--- src/hw/rtl/chi_ram.sv ---
// Generic simple dual-port RAM with registered read.
module chi_ram #(
    parameter int WIDTH = 8,
    parameter int DEPTH = 16
) (
    input  logic                     clk,
    input  logic                     we,
    input  logic [$clog2(DEPTH)-1:0] waddr,
    input  logic [WIDTH-1:0]         wdata,
    input  logic [$clog2(DEPTH)-1:0] raddr,
    output logic [WIDTH-1:0]         rdata
);

    logic [WIDTH-1:0] mem [DEPTH];

    always_ff @(posedge clk)
    begin
        if (we)
        begin
            mem[waddr] <= wdata;
        end
        rdata <= mem[raddr];
    end

endmodule

--- config.mk ---
export PLATFORM = sky130hd
export DESIGN_NAME = chi_ram
export DESIGN_NICKNAME = d
export VERILOG_FILES = /design/src/hw/rtl/chi_ram.sv
export SDC_FILE = /design/constraint.sdc
export NUM_CORES = 1
export LEC_CHECK = 0
export BUFFER_PORTS_ARGS = -buffer_cell sky130_fd_sc_hd__buf_4
export CAP_MARGIN = 20
export CORE_MARGIN = 3
export CORE_UTILIZATION = 54
export CTS_CLUSTER_SIZE = 20
export DETAILED_ROUTE_END_ITERATION = 6
export GPL_TIMING_DRIVEN = 1
export PLACE_DENSITY = 0.74
export SLEW_MARGIN = 20
export SYNTH_ARGS = -nofsm -noshare
export SYNTH_HDL_FRONTEND = slang
export SYNTH_SLANG_ARGS = --single-unit
--- constraint.sdc ---
create_clock -name clk -period 1.4 [get_ports clk]
set_input_delay 0.07 -clock clk [delete_from_list [all_inputs] [get_ports clk]]
set_output_delay 0.07 -clock clk [all_outputs]
set_load 0.005 [all_outputs]
==> results.toml <==
[outcome]
status = "completed"

[clock_network]
htree_levels = 4
post_cts.repair.setup_buffers = 0
clk_pin_slew_ns = 0.06
root_buffer = "clkbuf_8"
cts_buffers = 17
clk-insertion-delay-late_ns = 0.51
cts_buffer_depth = 2
cts_tree = "yes"
cts.sinks = 136

[cells_and_area]
area_delta_synth_final_pct = 23.33
instances_no_fill = 436
drive_above_1_share_pct = 32.90
fin_util_pct = 70.73
diodes = 0
regArea_mm2 = 0.004004
fin_nets = 315
multiInputGateArea_mm2 = 0.001067
fillers = 536

[logic_synthesis]
yosysWarnings = 0
synth_edf_count = 128
synth_common_cells = "edfxtp_1 (128), mux4_2 (18), a22oi_1 (16)"
synth_area_leaders = "edfxtp_1 (75%), mux4_2 (7.9%), mux4_1 (7.1%), dfxtp_1 (3.1%), a22oi_1 (2.3%)"
synth_cells = 229
yosys.area.top_type = "edfxtp_1"
synth_top_area_share_pct = 74.67
synth_seq_area_share_pct = 77.78
ys_ff_latch = 136
synth_cell_types = 19
yosysMostFrequentCell = "edfxtp_1"
syn-num-nets = 247
synth_ff_type = "edfxtp_1"
postSynthAreaPerCell_um2 = 22.48
netlist_area_mm2 = 0.005147
async_reset_ff_share_pct = 0

[worst_setup_path]
critPathLaunch = "mem[0][7]"
critPathMaxFanout = 1
r2r_cells = 3
crit-reg2reg-capture = "rdata[7]"
path_class = "reg2reg"
reg2reg_slack_ns = 0.03
worstSetupStartpointType = "flip-flop"
required_ns = 1.80
end_kind = "flip-flop"
critPathArrivalTime_ns = 1.76
r2r-start = "mem[0][7]"

[global_route]
grt.total_usage_pct = 19.38
use_met1_pct = 27.00
grt_busiest_layer = "met2"
antenna_found_initial = 0
grt_pass1_wl_mm = 15.03
use_met3_pct = 6.095
met2_usage_pct = 30.05
grt_max_degree = 25
overflow = 0
first_global_vias = 2590

[floorplan]
die_w_um = 103.6
die_area_mm2 = 0.01074
rows = 34
core_area_mm2 = 0.008976
die_y_um = 103.6
ioPinCount = 26
start_util_pct = 57.35

[worst_hold_path]
worstHoldStart = "waddr[0]"
holdPathEnd = "mem[0][7]"
hold_depth = 3
min_path_type = "in2reg"

[routing]
wl_per_cell_um = 21.97
drc = 0
ant_nets = 0
vias = 2518
drt_iter0_drc = 194
drtPass1Iterations = 6
wl_mm = 9.580
vias_per_cell = 5.775

[sta]
hold_viol = 0
fin_setup_tns_ns = 0
worst_pin_slew_ns = 0.7672
fin_skew_ns = 0.007703
rsz0062_at_grt = "false"
post-route-min-period_ns = 1.365
drv_slew = 0
max_slew_margin_pct = 48.75
fin_crit_sh_pct = 97.52
finalSetupViolCount = 0
fmax_mhz = 732.5

[placement]
dp_hpwl_mm = 6.064
dp_cells = 396
place_congestion = 0.7448
portBuffers = 25

[pwr]
p_per_area_mw_per_mm2 = 1480
power_switching_mw = 1.882
pwr-share-seq_pct = 48.8
p_leak_nw = 2.184
comb_power_share_pct = 5.1
ir_worst_vdd_v = 0.0007861
power_switching_share_pct = 20.02
p_clk_share_pct = 46.1
power.internal_mw = 7.516

[run]
maxCapViolCount = 0
[cells in the final DEF (no fill, tap or decap), types with 2 or more instances in the layout]
| cell | count |
|---|---|
| edfxtp_1 | 128 |
| buf_4 | 46 |
| mux4_2 | 18 |
| clkbuf_16 | 16 |
| a22oi_1 | 15 |
| mux4_1 | 14 |
| nor2_1 | 13 |
| nand2_1 | 9 |
| dlygate4sd3_1 | 8 |
| dfxtp_1 | 8 |
| clkinv_4 | 5 |
| buf_12 | 5 |
| clkinvlp_4 | 4 |
| nor3_1 | 3 |
| bufinv_16 | 3 |
| nand3b_1 | 2 |
| nand2b_1 | 2 |
[cell type report]
type / instances / area share, %
Sequential cell: 136 / 63.07
Multi-Input combinational cell: 83 / 16.81
Timing Repair Buffer: 59 / 8.277
Clock buffer: 18 / 6.583
Clock inverter: 14 / 2.779
Tap cell: 126 / 2.483
[worst max-delay path by stage]
| stage | end | slack, ns | cells after the start |
|---|---|---|---|
| finish | rdata[7] | 0.03 | 3 |
| global route | rdata[7] | 0.001 | 3 |
| CTS | rdata[7] | 0.05 | 3 |
| detailed placement | rdata[0] | -0.1 | 5 |
| global placement | rdata[3] | -0.11 | 5 |
| floorplan | mem[3][0] | 0.06 | 2 |
[sequential cells by signal, indices dropped and copies added, names as in the netlist]
register and cells:
mem 128, rdata 8
[metal layers]
metal	part of all wire [%]	vias up
li1	-	1115
met1	44	1315
met2	50	79
met3	5.3	9
met4	1.3	0
met5	0	-
[stage by stage]
step           hold slack [ns]  total power [mW]  cell area [um2]  setup WS [ns]
2_1_floorplan           0.1689             4.889             5152        0.06385
4_1_cts                0.07172             9.456             6344        0.04506
3_3_place_gp            0.3704             5.116             5669        -0.1118
6_report               0.08453             9.398             6349        0.03477
5_1_grt                0.06739             9.705             6349       0.001120
3_5_place_dp            0.3804             5.133             5669       -0.09925
[worst max-delay path, stage by stage (launching register included)]
cell	delay (ns)
edfxtp_1	0.38
mux4_2	0.47
a22oi_1	0.32
nand2_1	0.08
[logic make-up after synthesis]
logic type	after synthesis	synth area share [%]
flops	136	77.78
simple gates	35	3.184
buf+inv	10	1.677
compound gates	16	2.334
mux	32	15.02
[power by group through the flow]
stage | Combinational, mW | Clock [mW] | Sequential [mW]
4_1_cts | 0.487 | 4.39 | 4.58
3_3_place_gp | 0.453 | 0 | 4.66
6_report | 0.482 | 4.33 | 4.58
2_1_floorplan | 0.231 | 0 | 4.66
3_5_place_dp | 0.466 | 0 | 4.67
5_1_grt | 0.524 | 4.59 | 4.59
[what timing repair did]
item | CTS | global route
endpoints found under the setup margin | 0 | 1
hold endpoints to repair | 128 | 0
resized for setup | 0 | 1
hold buffers | 8 | 0
(Power assumes the default switching activity.)
