==> src/hw/rtl/chi_pkg.sv <==
// Shared types and codes for the chained hash insert-if-absent block.
package chi_pkg;

    localparam int INODE_W  = 64;
    localparam int DEVICE_W = 64;
    localparam int PTAG_W   = 32;
    localparam int CFG_W    = 11;
    localparam int STATUS_W = 2;
    localparam logic [CFG_W-1:0] BUCKETS_RESET = 11'd1024;

    typedef enum logic [0:0] {
        REQ_INSERT = 1'b0,
        REQ_CLEAR  = 1'b1
    } req_type_t;

    typedef enum logic [STATUS_W-1:0] {
        ST_INSERTED = 2'd0,
        ST_PRESENT  = 2'd1,
        ST_FULL     = 2'd2,
        ST_CLEARED  = 2'd3
    } status_t;

    typedef struct packed {
        req_type_t             req_type;
        logic [INODE_W-1:0]    inode;
        logic [DEVICE_W-1:0]   device;
        logic [PTAG_W-1:0]     path_tag;
    } req_t;

    typedef struct packed {
        status_t               status;
        logic [PTAG_W-1:0]     found_tag;
    } rsp_t;

endpackage

==> src/hw/rtl/chi_mod.sv <==
// Bit-serial restoring remainder unit: 64-bit dividend, one bit per cycle.
module chi_mod #(
    parameter int DW = 11,
    parameter int RW = 10
) (
    input  logic                        clk,
    input  logic                        rst_n,
    input  logic                        start,
    input  logic [chi_pkg::INODE_W-1:0] dividend,
    input  logic [DW-1:0]               divisor,
    output logic                        done,
    output logic [RW-1:0]               rem
);
    import chi_pkg::*;

    localparam int CNT_W = $clog2(INODE_W);

    logic                busy_reg;
    logic                done_reg;
    logic [CNT_W-1:0]    cnt_reg;
    logic [INODE_W-1:0]  dvd_reg;
    logic [DW-1:0]       rem_reg;
    logic [DW:0]         trial;
    logic [DW-1:0]       rem_next;

    always_comb
    begin
        trial = {rem_reg, dvd_reg[INODE_W-1]};
        if (trial >= {1'b0, divisor})
        begin
            rem_next = DW'(trial - {1'b0, divisor});
        end
        else
        begin
            rem_next = trial[DW-1:0];
        end
    end

    always_ff @(posedge clk or negedge rst_n)
    begin
        if (!rst_n)
        begin
            busy_reg <= 1'b0;
            done_reg <= 1'b0;
            cnt_reg  <= '0;
        end
        else
        begin
            done_reg <= 1'b0;
            if (start)
            begin
                busy_reg <= 1'b1;
                cnt_reg  <= '0;
            end
            else if (busy_reg)
            begin
                cnt_reg <= cnt_reg + 1'b1;
                if (cnt_reg == CNT_W'(INODE_W - 1))
                begin
                    busy_reg <= 1'b0;
                    done_reg <= 1'b1;
                end
            end
        end
    end

    always_ff @(posedge clk)
    begin
        if (start)
        begin
            dvd_reg <= dividend;
            rem_reg <= '0;
        end
        else if (busy_reg)
        begin
            dvd_reg <= {dvd_reg[INODE_W-2:0], 1'b0};
            rem_reg <= rem_next;
        end
    end

    assign done = done_reg;
    assign rem  = rem_reg[RW-1:0];

endmodule

==> config.mk <==
export PLATFORM = sky130hd
export DESIGN_NAME = chi_mod
export DESIGN_NICKNAME = d
export VERILOG_FILES = /design/src/hw/rtl/chi_pkg.sv /design/src/hw/rtl/chi_mod.sv
export SDC_FILE = /design/constraint.sdc
export NUM_CORES = 1
export LEC_CHECK = 0
export ABC_CLOCK_PERIOD_IN_PS = 7400
export BUFFER_PORTS_ARGS = -buffer_cell sky130_fd_sc_hd__buf_2
export CAP_MARGIN = 20
export CORE_ASPECT_RATIO = 1.25
export CORE_MARGIN = 3
export CORE_UTILIZATION = 38
export DETAILED_ROUTE_END_ITERATION = 16
export GPL_ROUTABILITY_DRIVEN = 0
export MAX_ROUTING_LAYER = met4
export SLEW_MARGIN = 20
export SYNTH_ARGS = -nofsm -noshare
export SYNTH_HDL_FRONTEND = slang
export SYNTH_SLANG_ARGS = --single-unit
==> constraint.sdc <==
create_clock -name clk -period 7.4 [get_ports clk]
set_clock_uncertainty 0.1 [all_clocks]
set_input_delay 1.11 -clock clk [delete_from_list [all_inputs] [get_ports clk]]
set_output_delay 1.11 -clock clk [all_outputs]
set_load 0.005 [all_outputs]
==> impl_metrics.yaml <==
run_status:
  status: "finished, final reports clean"
synthesis:
  synth_top_area_share: 0.452
  synth_top_family_by_area: "multiplexers"
  ys.flop_type: "edfxtp_1"
  synth_edf_count: 64
  synth_fp_nets: 416
  synth_top_cell_by_area: "edfxtp_1"
  yosysMostFrequentCell: "edfxtp_1"
  yosysWarningCount: 0
  synth-xor-area-share: 0.0165
  syn_area_um2: 4250
  ys_ff_latch: 83
  ys_top_cells_by_area: "edfxtp_1 45%, mux2_2 17%, dfxtp_1 5.2%"
  netlist-cell-type-count: 53
  ys_seq_area_frac: 0.551
  synth_common_cells: "64 x edfxtp_1, 63 x mux2_2, 29 x nor2_1, 17 x inv_1"
  syn_area_per_cell_um2: 13.1
  async_reset_ff_frac: 0.0964
  yosys.area_share.simple: 0.0786
  syn_inst: 325
  muxShareOfSynthArea: 0.187
  synthAdderAreaFrac: 0.0400
  synth_compound_area_frac: 0.0762
drt:
  wl_met1_um: 3520
  postRouteWirelength_um: 7820
  antenna_left: 0
  routed_via_density: 5.07
  wl_met2_um: 3620
  vias: 2727
  drc: 0
  wl_met3_um: 498
  wire_per_inst_um: 14.5
  first_pass_iters: 4
  first_iter_violations: 98
  dr.max_layer_used: "met4"
setup_path:
  critPathSlowestCell: "or2_1"
  reg2reg_to: "rem_reg[0]"
  cp_max_fo: 15
  cp_top_family: "simple AND/OR/NAND/NOR gates"
  crit_path_end_kind: "register"
  start_kind: "input pin"
  critPathBufInv: 1
  required_ps: 7560
  cp_slowest_stage_delay_ps: 510
  timing.rr.start: "dvd_reg[63]"
  critPathKind: "in2reg"
  r2r_slack_ps: 4540
  crit_start: "divisor[0]"
  crit_chain: "buf_2, ha_1, fa_1, nand2b_1, a21oi_1, o2111a_1, or2_1, mux2_4, a211oi_2"
  cp_data_arrival_time_ps: 3540
  ff2ff_path_depth: 9
power:
  swShare: 0.271
  share_seq_of_total_power: 0.393
  powerDensity_nw_per_um2: 307
  power_uw: 1560
  p_sw_uw: 423
  combPwrFrac: 0.257
  ir_worst_vdd_v: 0.000145
  leakagePower_uw: 0.00222
  p_int_uw: 1140
  clkPwrFrac: 0.350
timing:
  relSlewSlack: 0.394
  final.setup.tns_ps: 0
  finalMaxSlewViolations: 0
  rsz0062_at_grt: "no"
  timing.hold.ws_ps: 421
  max_freq_ghz: 0.296
  fin_crit_ps: 3380
  period_share: 0.457
  tightest_slew_ps: 909
  setup_viol: 0
  hold_violations: 0
layout:
  antennaDiodeCount: 0
  seq_area_um2: 2340
  multi_input_area_um2: 1690
  largest_reg_flops: 64
  final_area_um2: 5090
  drive_gt1_frac: 0.441
  nets: 492
  nFillCells: 973
  area_delta_synth_final_pct: 19.8
min_path:
  min_path_cells: 2
  min_path_type: "reg2reg"
  hold_end: "rem_reg[8]"
  hold_path.startpoint: "rem_reg[8]"
global_routing:
  grt_pass1_vias: 2733
  grt_pass1_wl_um: 12700
  overflow: 0
  gr-usage-all-layers: 0.131
  antenna_found_initial: 0
  grt_max_degree: 65
clock_tree:
  clkTransAtPathRegs_ps: 60
  cts_tree: "yes"
  numCtsBuffers: 9
  cts_resized: 0
  holdBufCountCts: 0
  clock_latency_ps: 330
  cts_setup_buffers: 0
  clk_path_buf_depth: 2
  cts-root-buf: "clkbuf_16"
  cts.sinks: 83
  cts_max_level: 3
die:
  die_x_um: 101
  io_pins: 89
  initial_core_util: 0.395
  design.die.area_um2: 12500
  dieHeight_um: 124
  rows: 42
  coreArea_um2: 10800
placed_design:
  post_dp_cell_area_um2: 4720
  portBuffers: 88
  dp_hpwl_um: 5480
run:
  cap_violations: 0
## stage by stage
| step | worst slack, ps | util | std cells |
|---|---|---|---|
| floorplan | 4150 | - | 325 |
| global placement | 3770 | 0.438 | 522 |
| detailed placement | 3690 | 0.438 | 522 |
| CTS | 4030 | 0.473 | 538 |
| global route | 3910 | 0.473 | 538 |
| finish | 4020 | 0.473 | 538 |
## layer usage
metal | GRT usage | up-vias
met4 | 0.0626 | 0
met2 | 0.196 | 77
met1 | 0.164 | 1287
li1 | - | 1346
met5 | - | -
met3 | 0.0353 | 17
## worst reg2reg max path, stage by stage (launching register included)
cell	delay [ps]
edfxtp_1	320
inv_1	50
ha_1	200
fa_1	400
nand2b_1	180
a21oi_1	210
o2111a_1	260
or2_1	510
mux2_4	360
a211oi_2	200
## power by group through the flow
| stage | Sequential (uW) | Clock [uW] | Combinational, uW |
|---|---|---|---|
| 2_1_floorplan | 607 | 0 | 354 |
| 3_3_place_gp | 625 | 0 | 394 |
| 3_5_place_dp | 624 | 0 | 401 |
| 4_1_cts | 616 | 562 | 404 |
| 5_1_grt | 623 | 575 | 444 |
| 6_report | 614 | 548 | 401 |
## placed cells by master, fill, tap and decap left out, types with 2 or more instances in the layout
cell type and instances:
buf_2 87, a211o_1 2, nand2_1 9, o31ai_1 3, mux2_2 63, nor2_1 29
buf_4 3, a21o_1 4, nor3b_1 2, a211oi_1 5, dfrtp_1 8, edfxtp_1 64
a211oi_2 3, mux2i_1 7, o21a_1 3, clkbuf_16 9, nand4_1 3, ha_1 12
xor2_1 4, and2_1 2, nand3b_1 2, bufinv_16 4, nand2b_1 2, a21oi_1 6
nand3_1 2, and3_1 2, inv_6 2, xnor2_1 4, inv_1 16, o21ai_0 7
dfxtp_1 11
## layout make-up
type | instances | share of cell area
clock inverters | 7 | 0.0287
clock buffers | 9 | 0.0442
inverters | 17 | 0.0125
well taps | 132 | 0.0324
flip-flops and latches | 83 | 0.460
repair buffers | 90 | 0.0899
multi-input cells | 200 | 0.332
## worst max path at each step
stage	endpoint	depth (start not counted)
after floorplan	dvd_reg[0]	3
after global placement	rem_reg[0]	9
after detailed placement	rem_reg[0]	9
after CTS	rem_reg[0]	9
after global routing	rem_reg[0]	9
final	rem_reg[0]	9
## cell families (layout without fill, tap and decap cells)
logic type,after synthesis,count (layout)
AO/OA/AOI/OAI,43,43
XOR/XNOR,8,8
adder cells (fa/ha/maj),13,13
buffers and inverters,42,123
flip-flops,83,83
multiplexers,71,71
AND/OR/NAND/NOR,65,65
No activity file was read; power rests on OpenSTA's default activity.
